**src/hdl/psc_pkg.sv**
```systemverilog
// ----------------------------------------------------------------------------
// psc_pkg
// shared types and constants of the pid speed controller
// ----------------------------------------------------------------------------
`default_nettype none

package psc_pkg;

    localparam int SPEED_BITS = 16;
    localparam int SUM_BITS   = 32;
    localparam int TGT_BITS   = 13;
    localparam int DIV_BITS   = 16;
    localparam int ERR_BITS   = 17;
    localparam int DIFF_BITS  = 18;
    localparam int TRIAL_BITS = 34;
    localparam int CNT_BITS   = 5;
    localparam int IDX_BITS   = 4;

    localparam logic signed [TGT_BITS-1:0] TARGET_MAX = 13'sd3000;
    localparam logic signed [TGT_BITS-1:0] TARGET_MIN = -13'sd3000;
    localparam logic signed [TRIAL_BITS-1:0] DRIVE_MAX = 34'sd100;
    localparam logic signed [TRIAL_BITS-1:0] DRIVE_MIN = -34'sd100;
    localparam logic signed [SUM_BITS:0] SUM_MAX = 33'sh0_7FFF_FFFF;
    localparam logic signed [SUM_BITS:0] SUM_MIN = -33'sh0_8000_0000;

    localparam logic [DIV_BITS-1:0] KP_RESET = 16'd20;
    localparam logic [DIV_BITS-1:0] KI_RESET = 16'd1000;
    localparam logic [DIV_BITS-1:0] KD_RESET = 16'd10;

    localparam logic [IDX_BITS-1:0] REG_TARGET = 4'd0;
    localparam logic [IDX_BITS-1:0] REG_KP     = 4'd1;
    localparam logic [IDX_BITS-1:0] REG_KI     = 4'd2;
    localparam logic [IDX_BITS-1:0] REG_KD     = 4'd3;

    typedef struct packed {
        logic signed [TGT_BITS-1:0] target;
        logic [DIV_BITS-1:0]        kp;
        logic [DIV_BITS-1:0]        ki;
        logic [DIV_BITS-1:0]        kd;
    } psc_cfg_t;

    typedef struct packed {
        logic                       start;
        logic signed [SUM_BITS-1:0] numer;
        logic [DIV_BITS-1:0]        divisor;
    } psc_div_req_t;

    typedef struct packed {
        logic                       done;
        logic signed [SUM_BITS-1:0] quot;
    } psc_div_rsp_t;

    typedef enum logic [2:0] {
        ST_IDLE,
        ST_ERR,
        ST_ISSUE,
        ST_WAIT,
        ST_SUM,
        ST_DECIDE,
        ST_OUT
    } psc_state_t;

    typedef enum logic [1:0] {
        TERM_P,
        TERM_PI,
        TERM_D,
        TERM_I
    } psc_term_t;

endpackage

`default_nettype wire

```
**src/hdl/pid_speed_controller.sv**
```systemverilog
// ----------------------------------------------------------------------------
// pid_speed_controller
// pid speed loop with conditional integration, one shared serial divider
// ----------------------------------------------------------------------------
// usage:
//   s_tdata carries one measured speed per request; each request yields one
//   result on m_tdata: the clamped drive command and the speed error.
//   the cfg channel writes the setpoint and the three divisors; cfg_ready is
//   always high and writes take effect on the next cycle.
//   an item goes from input accept to m_tvalid in these steps: the error is
//   formed, then four divisions (p, proposed i, d, held i) run on the
//   bit-serial divider, then the sum is formed, the anti-windup condition
//   is tested and the drive clamped, and the output register is loaded.
//   each division runs through the divider's 32 steps.
//   one item is processed at a time; s_tready is high only while idle, so
//   a new request is accepted only after the last result has been loaded.
//   if the receiver stalls, the finished result waits in the output register
//   and the next item may already be accepted and worked on; it is held in
//   the pipeline until the output register is free.
//   reset clears the integral and the last error, sets the first-update flag,
//   and loads setpoint 0 and divisors 20, 1000 and 10.
// ----------------------------------------------------------------------------
`default_nettype none

module pid_speed_controller (
    input  wire logic                          aclk,
    input  wire logic                          aresetn,
    // measured_speed [15:0]
    input  wire logic [15:0]                   s_tdata,
    input  wire logic                          s_tvalid,
    output logic                               s_tready,
    // drive_command [7:0], speed_error [24:8], zero [31:25]
    output logic [31:0]                        m_tdata,
    output logic                               m_tvalid,
    input  wire logic                          m_tready,
    input  wire logic                          cfg_valid,
    output logic                               cfg_ready,
    input  wire logic [psc_pkg::IDX_BITS-1:0]  cfg_index,
    input  wire logic [psc_pkg::DIV_BITS-1:0]  cfg_data
);

    psc_pkg::psc_cfg_t      cfg;
    psc_pkg::psc_div_req_t  div_req;
    psc_pkg::psc_div_rsp_t  div_rsp;

    psc_pkg::psc_state_t    state_reg;
    psc_pkg::psc_state_t    state_next;
    psc_pkg::psc_term_t     term_reg;
    psc_pkg::psc_term_t     term_next;

    logic signed [psc_pkg::SPEED_BITS-1:0]  speed_reg;
    logic signed [psc_pkg::ERR_BITS-1:0]    err_reg;
    logic signed [psc_pkg::ERR_BITS-1:0]    last_err_reg;
    logic signed [psc_pkg::DIFF_BITS-1:0]   diff_reg;
    logic signed [psc_pkg::SUM_BITS-1:0]    sum_reg;
    logic signed [psc_pkg::SUM_BITS-1:0]    prop_reg;
    logic                                   first_reg;
    logic signed [psc_pkg::ERR_BITS-1:0]    p_reg;
    logic signed [psc_pkg::SUM_BITS-1:0]    pi_reg;
    logic signed [psc_pkg::DIFF_BITS-1:0]   d_reg;
    logic signed [psc_pkg::SUM_BITS-1:0]    i_reg;
    logic signed [psc_pkg::DIFF_BITS:0]     pd_reg;
    logic signed [7:0]                      drive_reg;
    logic signed [psc_pkg::ERR_BITS-1:0]    out_err_reg;
    logic signed [7:0]                      out_drive_reg;
    logic                                   m_valid_reg;

    logic signed [psc_pkg::DIFF_BITS-1:0]   err_wide;
    logic signed [psc_pkg::SUM_BITS:0]      sum_wide;
    logic signed [psc_pkg::SUM_BITS-1:0]    prop_sat;
    logic signed [psc_pkg::TRIAL_BITS-1:0]  trial;
    logic signed [psc_pkg::TRIAL_BITS-1:0]  held;
    logic signed [psc_pkg::TRIAL_BITS-1:0]  total;
    logic                                   err_pos;
    logic                                   err_neg;
    logic                                   refuse;
    logic                                   out_free;

    psc_cfg_regs u_cfg (
        .aclk      (aclk),
        .aresetn   (aresetn),
        .cfg_valid (cfg_valid),
        .cfg_ready (cfg_ready),
        .cfg_index (cfg_index),
        .cfg_data  (cfg_data),
        .cfg       (cfg)
    );

    psc_serial_div u_div (
        .aclk    (aclk),
        .aresetn (aresetn),
        .req     (div_req),
        .rsp     (div_rsp)
    );

    assign s_tready = (state_reg == psc_pkg::ST_IDLE);
    assign m_tvalid = m_valid_reg;
    assign m_tdata  = {7'd0, out_err_reg, out_drive_reg};
    assign out_free = !m_valid_reg || m_tready;

    // error and proposed integral
    assign err_wide = 18'(cfg.target) - 18'(speed_reg);
    assign sum_wide = 33'(sum_reg) + 33'(err_reg);
    always_comb begin
        if (sum_wide > psc_pkg::SUM_MAX) begin
            prop_sat = psc_pkg::SUM_MAX[psc_pkg::SUM_BITS-1:0];
        end else if (sum_wide < psc_pkg::SUM_MIN) begin
            prop_sat = psc_pkg::SUM_MIN[psc_pkg::SUM_BITS-1:0];
        end else begin
            prop_sat = sum_wide[psc_pkg::SUM_BITS-1:0];
        end
    end

    // anti-windup test and clamp
    assign trial   = 34'(pd_reg) + 34'(pi_reg);
    assign held    = 34'(pd_reg) + 34'(i_reg);
    assign err_pos = !err_reg[psc_pkg::ERR_BITS-1] && (err_reg != '0);
    assign err_neg = err_reg[psc_pkg::ERR_BITS-1];
    assign refuse  = ((trial > psc_pkg::DRIVE_MAX) && err_pos)
                  || ((trial < psc_pkg::DRIVE_MIN) && err_neg);
    assign total   = refuse ? held : trial;

    // divider operand selection
    always_comb begin
        div_req.start = (state_reg == psc_pkg::ST_ISSUE);
        case (term_reg)
            psc_pkg::TERM_P: begin
                div_req.numer   = 32'(err_reg);
                div_req.divisor = cfg.kp;
            end
            psc_pkg::TERM_PI: begin
                div_req.numer   = prop_reg;
                div_req.divisor = cfg.ki;
            end
            psc_pkg::TERM_D: begin
                div_req.numer   = 32'(diff_reg);
                div_req.divisor = cfg.kd;
            end
            psc_pkg::TERM_I: begin
                div_req.numer   = sum_reg;
                div_req.divisor = cfg.ki;
            end
            default: begin
                div_req.numer   = '0;
                div_req.divisor = '0;
            end
        endcase
    end

    always_comb begin
        state_next = state_reg;
        term_next  = term_reg;
        case (state_reg)
            psc_pkg::ST_IDLE: begin
                if (s_tvalid) begin
                    state_next = psc_pkg::ST_ERR;
                end
            end
            psc_pkg::ST_ERR: begin
                term_next  = psc_pkg::TERM_P;
                state_next = psc_pkg::ST_ISSUE;
            end
            psc_pkg::ST_ISSUE: begin
                state_next = psc_pkg::ST_WAIT;
            end
            psc_pkg::ST_WAIT: begin
                if (div_rsp.done) begin
                    if (term_reg == psc_pkg::TERM_I) begin
                        state_next = psc_pkg::ST_SUM;
                    end else begin
                        term_next  = psc_pkg::psc_term_t'(term_reg + 2'd1);
                        state_next = psc_pkg::ST_ISSUE;
                    end
                end
            end
            psc_pkg::ST_SUM: begin
                state_next = psc_pkg::ST_DECIDE;
            end
            psc_pkg::ST_DECIDE: begin
                state_next = psc_pkg::ST_OUT;
            end
            psc_pkg::ST_OUT: begin
                if (out_free) begin
                    state_next = psc_pkg::ST_IDLE;
                end
            end
            default: begin
                state_next = psc_pkg::ST_IDLE;
            end
        endcase
    end

    always_ff @(posedge aclk) begin
        if (!aresetn) begin
            state_reg    <= psc_pkg::ST_IDLE;
            term_reg     <= psc_pkg::TERM_P;
            sum_reg      <= '0;
            last_err_reg <= '0;
            first_reg    <= 1'b1;
            m_valid_reg  <= 1'b0;
        end else begin
            state_reg <= state_next;
            term_reg  <= term_next;
            if (state_reg == psc_pkg::ST_DECIDE) begin
                if (!refuse) begin
                    sum_reg <= prop_reg;
                end
                last_err_reg <= err_reg;
                first_reg    <= 1'b0;
            end
            if (state_reg == psc_pkg::ST_OUT && out_free) begin
                m_valid_reg <= 1'b1;
            end else if (m_tready) begin
                m_valid_reg <= 1'b0;
            end
        end
    end

    always_ff @(posedge aclk) begin
        if (s_tvalid && s_tready) begin
            speed_reg <= signed'(s_tdata);
        end
        if (state_reg == psc_pkg::ST_ERR) begin
            err_reg <= err_wide[psc_pkg::ERR_BITS-1:0];
        end
        if (state_reg == psc_pkg::ST_ISSUE && term_reg == psc_pkg::TERM_P) begin
            prop_reg <= prop_sat;
            diff_reg <= 18'(err_reg) - 18'(last_err_reg);
        end
        if (state_reg == psc_pkg::ST_WAIT && div_rsp.done) begin
            case (term_reg)
                psc_pkg::TERM_P:  p_reg  <= div_rsp.quot[psc_pkg::ERR_BITS-1:0];
                psc_pkg::TERM_PI: pi_reg <= div_rsp.quot;
                psc_pkg::TERM_D:  d_reg  <= div_rsp.quot[psc_pkg::DIFF_BITS-1:0];
                psc_pkg::TERM_I:  i_reg  <= div_rsp.quot;
                default:          p_reg  <= p_reg;
            endcase
        end
        if (state_reg == psc_pkg::ST_SUM) begin
            pd_reg <= 19'(p_reg) + (first_reg ? 19'sd0 : 19'(d_reg));
        end
        if (state_reg == psc_pkg::ST_DECIDE) begin
            if (total > psc_pkg::DRIVE_MAX) begin
                drive_reg <= psc_pkg::DRIVE_MAX[7:0];
            end else if (total < psc_pkg::DRIVE_MIN) begin
                drive_reg <= psc_pkg::DRIVE_MIN[7:0];
            end else begin
                drive_reg <= total[7:0];
            end
        end
        if (state_reg == psc_pkg::ST_OUT && out_free) begin
            out_drive_reg <= drive_reg;
            out_err_reg   <= err_reg;
        end
    end

endmodule

`default_nettype wire

```
**src/hdl/psc_cfg_regs.sv**
```systemverilog
// ----------------------------------------------------------------------------
// psc_cfg_regs
// setpoint and divisor registers, setpoint clamped on write
// ----------------------------------------------------------------------------
`default_nettype none

module psc_cfg_regs (
    input  wire logic                            aclk,
    input  wire logic                            aresetn,
    input  wire logic                            cfg_valid,
    output logic                                 cfg_ready,
    input  wire logic [psc_pkg::IDX_BITS-1:0]    cfg_index,
    input  wire logic [psc_pkg::DIV_BITS-1:0]    cfg_data,
    output psc_pkg::psc_cfg_t                    cfg
);

    psc_pkg::psc_cfg_t                     cfg_reg;
    psc_pkg::psc_cfg_t                     cfg_next;
    logic signed [psc_pkg::TGT_BITS-1:0]   tgt_raw;
    logic signed [psc_pkg::TGT_BITS-1:0]   tgt_clamped;

    assign cfg_ready = 1'b1;
    assign cfg       = cfg_reg;
    assign tgt_raw   = signed'(cfg_data[psc_pkg::TGT_BITS-1:0]);

    always_comb begin
        if (tgt_raw > psc_pkg::TARGET_MAX) begin
            tgt_clamped = psc_pkg::TARGET_MAX;
        end else if (tgt_raw < psc_pkg::TARGET_MIN) begin
            tgt_clamped = psc_pkg::TARGET_MIN;
        end else begin
            tgt_clamped = tgt_raw;
        end
    end

    always_comb begin
        cfg_next = cfg_reg;
        if (cfg_valid) begin
            case (cfg_index)
                psc_pkg::REG_TARGET: cfg_next.target = tgt_clamped;
                psc_pkg::REG_KP:     cfg_next.kp     = cfg_data;
                psc_pkg::REG_KI:     cfg_next.ki     = cfg_data;
                psc_pkg::REG_KD:     cfg_next.kd     = cfg_data;
                default:             cfg_next        = cfg_reg;
            endcase
        end
    end

    always_ff @(posedge aclk) begin
        if (!aresetn) begin
            cfg_reg.target <= '0;
            cfg_reg.kp     <= psc_pkg::KP_RESET;
            cfg_reg.ki     <= psc_pkg::KI_RESET;
            cfg_reg.kd     <= psc_pkg::KD_RESET;
        end else begin
            cfg_reg <= cfg_next;
        end
    end

endmodule

`default_nettype wire

```
**src/hdl/psc_serial_div.sv**
```systemverilog
// ----------------------------------------------------------------------------
// psc_serial_div
// bit-serial restoring divider, signed numerator, unsigned divisor,
// quotient truncated toward zero, zero divisor gives zero
// ----------------------------------------------------------------------------
`default_nettype none

module psc_serial_div (
    input  wire logic                   aclk,
    input  wire logic                   aresetn,
    input  wire psc_pkg::psc_div_req_t  req,
    output psc_pkg::psc_div_rsp_t       rsp
);

    logic [psc_pkg::SUM_BITS-1:0]  acc_reg;
    logic [psc_pkg::SUM_BITS-1:0]  acc_next;
    logic [psc_pkg::DIV_BITS-1:0]  rem_reg;
    logic [psc_pkg::DIV_BITS-1:0]  rem_next;
    logic [psc_pkg::DIV_BITS-1:0]  dvs_reg;
    logic [psc_pkg::CNT_BITS-1:0]  cnt_reg;
    logic                          neg_reg;
    logic                          zero_reg;
    logic                          busy_reg;
    logic                          done_reg;
    logic [psc_pkg::DIV_BITS:0]    shifted;
    logic [psc_pkg::DIV_BITS+1:0]  trial;
    logic                          fits;
    logic [psc_pkg::SUM_BITS-1:0]  start_mag;

    assign start_mag = req.numer[psc_pkg::SUM_BITS-1] ? (~req.numer + 1'b1)
                                                      : req.numer;

    // one quotient bit per cycle
    assign shifted = {rem_reg, acc_reg[psc_pkg::SUM_BITS-1]};
    assign trial   = {1'b0, shifted} - {2'b00, dvs_reg};
    assign fits    = !trial[psc_pkg::DIV_BITS+1];
    assign rem_next = fits ? trial[psc_pkg::DIV_BITS-1:0] : shifted[psc_pkg::DIV_BITS-1:0];
    assign acc_next = {acc_reg[psc_pkg::SUM_BITS-2:0], fits};

    always_ff @(posedge aclk) begin
        if (!aresetn) begin
            busy_reg <= 1'b0;
            done_reg <= 1'b0;
            cnt_reg  <= '0;
        end else begin
            done_reg <= 1'b0;
            if (req.start) begin
                busy_reg <= 1'b1;
                cnt_reg  <= '0;
            end else if (busy_reg) begin
                cnt_reg <= cnt_reg + 1'b1;
                if (cnt_reg == '1) begin
                    busy_reg <= 1'b0;
                    done_reg <= 1'b1;
                end
            end
        end
    end

    always_ff @(posedge aclk) begin
        if (req.start) begin
            acc_reg  <= start_mag;
            rem_reg  <= '0;
            dvs_reg  <= req.divisor;
            neg_reg  <= req.numer[psc_pkg::SUM_BITS-1];
            zero_reg <= (req.divisor == '0);
        end else if (busy_reg) begin
            acc_reg <= acc_next;
            rem_reg <= rem_next;
        end
    end

    always_comb begin
        rsp.done = done_reg;
        if (zero_reg) begin
            rsp.quot = '0;
        end else if (neg_reg) begin
            rsp.quot = signed'(~acc_reg + 1'b1);
        end else begin
            rsp.quot = signed'(acc_reg);
        end
    end

endmodule

`default_nettype wire
```
**config.mk**
```make
export PLATFORM = sky130hd
export DESIGN_NAME = pid_speed_controller
export DESIGN_NICKNAME = d
export VERILOG_FILES = /design/src/hdl/psc_pkg.sv /design/src/hdl/pid_speed_controller.sv /design/src/hdl/psc_cfg_regs.sv /design/src/hdl/psc_serial_div.sv
export SDC_FILE = /design/constraint.sdc
export NUM_CORES = 1
export LEC_CHECK = 0
export BUFFER_PORTS_ARGS = -buffer_cell sky130_fd_sc_hd__buf_2
export CAP_MARGIN = 0
export CORE_UTILIZATION = 42
export DETAILED_ROUTE_END_ITERATION = 10
export PLACE_DENSITY = 0.65
export SLEW_MARGIN = 5
export SYNTH_ARGS = -nofsm -noshare
export SYNTH_HDL_FRONTEND = slang
export SYNTH_SLANG_ARGS = --single-unit
```
**constraint.sdc**
```tcl
create_clock -name aclk -period 8.5 [get_ports aclk]
set_input_delay 0.425 -clock aclk [delete_from_list [all_inputs] [get_ports aclk]]
set_output_delay 0.425 -clock aclk [all_outputs]
set_load 0.005 [all_outputs]
```
==> results of run 1 <==
-- worst paths after layout --
path	depth (start not counted)	from	end	slack [ns]
max	15	pd_reg[0]	sum_reg[1]	3.07
max reg2reg	15	pd_reg[0]	sum_reg[1]	3.07
min reg2reg	0	drive_reg[0]	out_drive_reg[0]	0.42
min	3	cfg_data[15]	u_cfg.cfg[31]	0.09
-- cell usage in the layout (no fill, tap or decap), types with 20 or more instances in the layout --
cell type  count
a21oi_1      167
a22oi_1       32
ha_1         172
edfxtp_1     284
and3_1        29
inv_1        145
nand2b_1      34
o21ai_0      202
mux2i_1       66
xnor2_1       93
nand3_1       43
nor2b_1       80
nor4_1        21
xor2_1        68
o31ai_1       20
nand2_1      341
dfxtp_1      140
nor3_1        45
buf_2         67
a21o_1        46
nand4_1       20
a31oi_1       22
clkbuf_16     48
a21boi_0      83
nor2_1       182
-- layout make-up --
type | count | area share
Tap cell | 782 | 0.0341
Inverter | 146 | 0.0191
Clock buffer | 65 | 0.0449
Clock inverter | 22 | 0.00982
Timing Repair Buffer | 100 | 0.0217
Sequential cell | 424 | 0.395
Multi-Input combinational cell | 2066 | 0.475
-- power groups by stage --
stage	Clock [mW]	Sequential, mW	Combinational [mW]
6_report	2.05	2.47	0.723
5_1_grt	2.18	2.48	0.818
4_1_cts	2.10	2.47	0.722
3_5_place_dp	0	2.51	0.713
3_3_place_gp	0	2.50	0.686
2_1_floorplan	0	2.46	0.555
-- metrics by stage --
step           setup slack [ns]  power, mW
2_1_floorplan              3.64       3.02
3_3_place_gp               3.18       3.19
3_5_place_dp               3.14       3.22
4_1_cts                    3.12       5.29
5_1_grt                    2.76       5.48
6_report                   3.07       5.24
-- critical path: cells and delay by family (launching register included) --
| kind | cells | cell delay (ns) |
|---|---|---|
| compound gates | 5 | 1.61 |
| fa+ha+maj | 2 | 0.61 |
| buf+inv | 1 | 0.56 |
| flops | 1 | 0.40 |
| mux | 2 | 0.47 |
| simple gates | 5 | 1.58 |
-- kinds of logic (layout without fill, tap and decap cells) --
logic type | count (synthesis) | in the layout | share of synthesized area
AND/OR/NAND/NOR | 894 | 894 | 0.163
XOR/XNOR | 161 | 161 | 0.0543
other | 2 | 8 | 0.000289
adder cells (fa/ha/maj) | 188 | 188 | 0.0918
buffers and inverters | 253 | 333 | 0.0404
multiplexers | 67 | 67 | 0.0259
flip-flops | 424 | 424 | 0.437
AO/OA/AOI/OAI | 748 | 748 | 0.187
-- per-layer routing --
metal  part of all wire  vias up  GRT usage
li1                   -    10000          -
met1               0.44     9762      0.264
met2               0.48      576      0.365
met3              0.054      112     0.0322
met4              0.029        2     0.0719
met5            0.00020        -          0
-- timing repair --
item / CTS / global route
hold buffers: 16 / 0
endpoints found under the setup margin: 0 / 0
endpoints found under the hold margin: 16 / 0
==> summary.txt, run 1 <==
Status
  • Status: complete, no violations

Clock tree
  • # clock sinks: 424
  • CTS buffer count: 47
  • Postcts setup bufs: 0
  • Cells resized by post-CTS repair: 0
  • CTS Buffer Depth: 3
  • H-tree lvl count: 2
  • Clk root buf: clkbuf_16
  • Clock Latency Late Sink: 0.62 ns
  • Clk pin slew, worst setup/hold paths: 0.06 ns
  • CTS tree: yes

Placed design
  • Placed cells: about 3,500
  • IO buf count: 67
  • Placed Area: 26,900 µm²
  • GP Congestion: about 0.95
  • Final HPWL from detailed placement: approximately 48 mm

Synthesis
  • Post-synth EDFFs: 284
  • Register area share after synthesis: 0.437
  • Top-count cell post-synth: nand2_1
  • Synth warn: 0
  • Mapped Avg Cell Area: 9.48 µm²
  • Synth area leaders: edfxtp_1 (33%), dfxtp_1 (11%), ha_1 (8.3%), nand2_1 (4.9%), o21ai_0 (3.9%)
  • Commonest cells post-synth: nand2_1 (341), edfxtp_1 (284), o21ai_0 (202), nor2_1 (185), ha_1 (172)
  • Top cell type's share of synthesized area: 0.329
  • Seq cells post-synth: 424
  • Mapped Cells: 2,737
  • Mapped Area: 26,000 µm²
  • Yosys cell types: 84
  • Ys async rst share: 0
  • Post-synth top flop: edfxtp_1
  • Cell taking the most area after synthesis: edfxtp_1

Global routing
  • Global-route wire length before repair: 106 mm
  • Largest net degree at the start of global routing: 101
  • Total track usage: 0.210
  • Overflow after GRT: 0
  • Initial antenna violation count: 1
  • Vias in the first global route: 20,200

Die
  • Die width: 251 µm
  • Die area: 62,800 µm²
  • Die H: 251 µm
  • FP Rows: 90
  • I/O pins: 76
  • Initial Util: 0.428
  • Core area: 60,700 µm²

Pwr
  • Share of power burned in registers: 0.470
  • VDD IR max: 0.179 mV
  • Power share of the clock group: 0.392
  • Switch share: 0.267
  • Power share of the combinational group: 0.138
  • Power per cell area: 183 nW/µm²
  • Cell-internal power: approximately 3.8 mW
  • Switching pwr: 1.40 mW
  • Leakage: approximately 11 nW

Drt
  • Drt via density: 5.68
  • # DRC: 0
  • Iteration-0 DRC Markers: 1,525
  • DR WL/cell: 18.4 µm
  • Final WL: roughly 66 mm
  • Routed Antenna Nets: 0
  • Initial DRT Pass Iterations: 6
  • Vias: 20,500

Timing
  • Count of final setup violators: 0
  • Setup TNS: 0 ns
  • RSZ-0062 raised after global routing: no
  • Final Skew: 0.0324 ns
  • Slew @ Worst Pin: 1.21 ns
  • Post-layout min period: 5.43 ns
  • Slew Limit Headroom: 0.192
  • Hold Slack: approximately 0.085 ns
  • Max Transition Viols Final: 0
  • Endpoints failing hold: 0
  • Final Cycle Share: 0.638
  • F_max: around 0.18 GHz

Layout
  • Post-route cell area: about 29,000 µm²
  • Final core occ: 0.472
  • Fill count: 5,620
  • Layout cell share with drive strength beyond 1: 0.0684
  • Max reg flops: 61
  • Area delta synth->final: 10.5%
  • Nets@finish: ~3,000
  • Non-filler cells, final: 3,605
  • Area of the multi-input gates: 13,600 µm²
  • ANT cells: 0
  • FF/Latch Area: approximately 11,000 µm²

Job
  • MaxCap Viol Count: 0

Critical path
  • Slowest-stage cell, CP: a2111oi_0
  • Worst path cell trace: ha_1 -> fa_1 -> a21o_1 -> a2111oi_0 -> o21ba_2 -> mux2i_1 -> o311a_2 -> nand2_1 -> or4_1 -> or4_1 -> or4_1 -> a211oi_4 -> buf_4 -> mux2i_1 -> nor2b_1
  • Maximum fanout along the worst path: 32
  • CP arrival: a little under 6 ns
  • Startpoint Class: flop
  • CP most frequent cell: or4_1
  • Setup Crit Path Kind: flop to flop
  • Req. time, crit path: between 8 and 9 ns
  • Worst setup EP type: flop
  • CP max stage delay: 0.64 ns

Worst hold path
  • Hold Crit Class: primary input to flop
No activity file was read; power rests on OpenSTA's default activity.
==> inputs of run 2 (changes only) <==
- ABC_AREA: not set -> 1
- clock period: 8.5 -> 5.6 ns (I/O delays scaled with it)
==> run 2 against run 1 <==
  * Die area increased by 2.6%
  * Global-route usage up 0.20 points
  * Non-clock buffer count increased by 33
  * Total power rose by 52%
  * Largest power group unchanged
==> summary.txt, run 2 <==
Placed design
  • Final HPWL from detailed placement: 51.1 mm
  • Placed Area: 27,900 µm²
  • Placed cells: 4,239
  • IO buf count: 67
  • GP Congestion: about 0.9

Drt
  • # DRC: 0
  • Initial DRT Pass Iterations: 5
  • DR WL/cell: 15.6 µm
  • Drt via density: 5.09
  • Final WL: 67.8 mm
  • Vias: 22,200
  • Max layer used: met4
  • Routed Antenna Nets: 0
  • Wire length on met2: 32.1 mm
  • Wire length on met1: 30.7 mm
  • Iteration-0 DRC Markers: 1,308
  • Routed wl met3: 3.13 mm

Critical path
  • Startpoint Class: flop
  • Cells on worst reg2reg path: 21
  • Maximum fanout along the worst path: 44
  • R2R Setup Slk: 0.96 ns
  • Critical Path Source: pd_reg[18]
  • CP arrival: 5.12 ns
  • Setup Crit Path Kind: flop to flop
  • Critical R2R Launch: pd_reg[18]
  • Req. time, crit path: 6.08 ns
  • Reg-to-Reg End: sum_reg[21]
  • Worst setup EP type: flop
  • Crit path to: sum_reg[21]

Synthesis
  • Mapped Cells: 3,389
  • Mapped Area: around 27,000 µm²
  • Yosys cell types: 52
  • Post-synth EDFFs: 284
  • Seq cells post-synth: 424
  • Commonest cells post-synth: nand2_1 (771), inv_1 (473), a21oi_1 (307), o21ai_0 (307), edfxtp_1 (284)
  • Ys async rst share: 0
  • Cell taking the most area after synthesis: edfxtp_1
  • Top-count cell post-synth: nand2_1
  • Mapped Avg Cell Area: 7.86 µm²
  • Register area share after synthesis: 0.426
  • Synth area leaders: edfxtp_1 (32%), nand2_1 (11%), dfxtp_1 (11%), ha_1 (8.1%), inv_1 (6.7%)
  • Top cell type's share of synthesized area: 0.320
  • Post-synth top flop: edfxtp_1
  • Synth warn: 0

Layout
  • Post-route cell area: 29,800 µm²
  • Most frequent cells in the layout: nand2_1 (770), inv_1 (471), a21oi_1 (307), o21ai_0 (307), edfxtp_1 (284)
  • Non-filler cells, final: approximately 4,400
  • ANT cells: 0
  • Max reg flops: slightly above 60
  • Area of the multi-input gates: between 10,000 and 15,000 µm²
  • Fill count: 6,119
  • Commonest non-fill, non-tap cell in the layout: nand2_1
  • Area delta synth->final: 11.8%
  • Layout cell share with drive strength beyond 1: 0.0617
  • FF/Latch Area: around 11,000 µm²
  • Nets@finish: 3,702

Clock tree
  • Cells resized by post-CTS repair: 0
  • Cts-stage hold buffer count: 31
  • H-tree lvl count: 2
  • CTS tree: yes
  • Clock Latency Late Sink: 0.60 ns
  • Clk pin slew, worst setup/hold paths: 0.06 ns
  • CTS Buffer Depth: 3
  • Clk root buf: clkbuf_16
  • Postcts setup bufs: 0
  • # clock sinks: roughly 420
  • CTS buffer count: 47

Timing
  • F_max: 0.215 GHz
  • Max Transition Viols Final: 0
  • Count of final setup violators: 0
  • Final Cycle Share: 0.829
  • Endpoints failing hold: 0
  • RSZ-0062 raised after global routing: no
  • Final Skew: 0.0313 ns
  • Slew Limit Headroom: 0.138
  • Hold Slack: 0.0566 ns
  • Setup TNS: 0 ns
  • Slew @ Worst Pin: ~1.3 ns
  • Post-layout min period: between 4 and 5 ns

Die
  • Initial Util: 0.428
  • FP Rows: 91
  • Die width: 254 µm
  • Die H: about 250 µm
  • Die area: 64,400 µm²
  • I/O pins: 76
  • Core area: 62,200 µm²

Global routing
  • Global-route wire length before repair: 109 mm
  • Total track usage: 0.212
  • Vias in the first global route: 21,200
  • Initial antenna violation count: 0
  • Overflow after GRT: 0
  • Largest net degree at the start of global routing: 79

Status
  • Status: complete, no violations

Pwr
  • Leakage: ~13 nW
  • Power per cell area: 268 nW/µm²
  • VDD IR max: 0.270 mV
  • PnR Total Power: 7.97 mW

Worst hold path
  • Hold Crit Class: primary input to flop

Job
  • MaxCap Viol Count: 0
==> run 2: cell types whose count changed after synthesis, moves of 78 or more <==
cell,delta
nand2_1,+430
inv_1,+328
a21oi_1,+140
o21ai_0,+105
nor2_1,+94
nor2b_1,-80
a21boi_0,-78
==> run 2: worst min path at each step <==
stage                 start  cells after the start  slack [ns]                to
2_1_floorplan    s_tdata[0]                      0        0.38      speed_reg[0]
3_3_place_gp   drive_reg[5]                      0        0.41  out_drive_reg[5]
3_5_place_dp   drive_reg[4]                      0        0.41  out_drive_reg[4]
4_1_cts            s_tvalid                      3        0.02      state_reg[1]
5_1_grt            s_tvalid                      3        0.05      state_reg[1]
6_report           s_tvalid                      3        0.06      state_reg[1]
==> run 2: per-stage QoR <==
| step | setup slack [ns] | utilization |
|---|---|---|
| finish | 0.958 | 0.479 |
| global route | 0.575 | 0.479 |
| CTS | 1.06 | 0.479 |
| detailed placement | 1.06 | 0.449 |
| global placement | 1.09 | 0.449 |
| floorplan | 0.912 | - |
==> run 2: kinds of logic after synthesis <==
kind of cell | synth area share
buffers and inverters | 0.0836
xor gates and xnor gates | 0.0464
DFF | 0.426
other | 0.000282
adders and majority gates | 0.0861
and+or+nand+nor | 0.208
AOI/OAI and AO/OA | 0.150
==> run 2: power breakdown <==
| group | leakage (nW) | internal [mW] | switching (mW) | total [mW] |
|---|---|---|---|---|
| registers | 3.74 | 3.61 | 0.167 | 3.77 |
| logic | 8.57 | 0.374 | 0.702 | 1.08 |
| clock network | 0.747 | 1.81 | 1.31 | 3.12 |
| total | 13.1 | 5.79 | 2.18 | 7.97 |
==> run 2: critical path: stages, from the launching register on <==
cell and delay [ns]:
edfxtp_1 0.62, ha_1 0.48, nand2_1 0.19, nor2_2 0.18, inv_2 0.07, nor2_2 0.24
nand3_1 0.22, nand3_1 0.12, nand2_1 0.06, nand2_1 0.13, nand2_1 0.07, nor2_1 0.14
nand3_1 0.10, nand2_1 0.07, nand2_1 0.06, nand2_2 0.07, nand2_2 0.18, inv_1 0.33
nand2_2 0.58, buf_4 0.40, o21ai_0 0.17, a21oi_1 0.06
==> run 2: routing by layer <==
layer  GRT usage  up-vias
met5           0        -
met4      0.0671        0
met3      0.0260       93
met2       0.364      448
met1       0.276    10200
li1            -    11500
==> run 2: area by class of cell <==
type / instances / area share
Clock buffer: 60 / 0.0429
Clock inverter: 26 / 0.00954
Inverter: 480 / 0.0605
Multi-Input combinational cell: 2396 / 0.441
Sequential cell: 424 / 0.381
Tap cell: 837 / 0.0352
Timing Repair Buffer: 133 / 0.0305
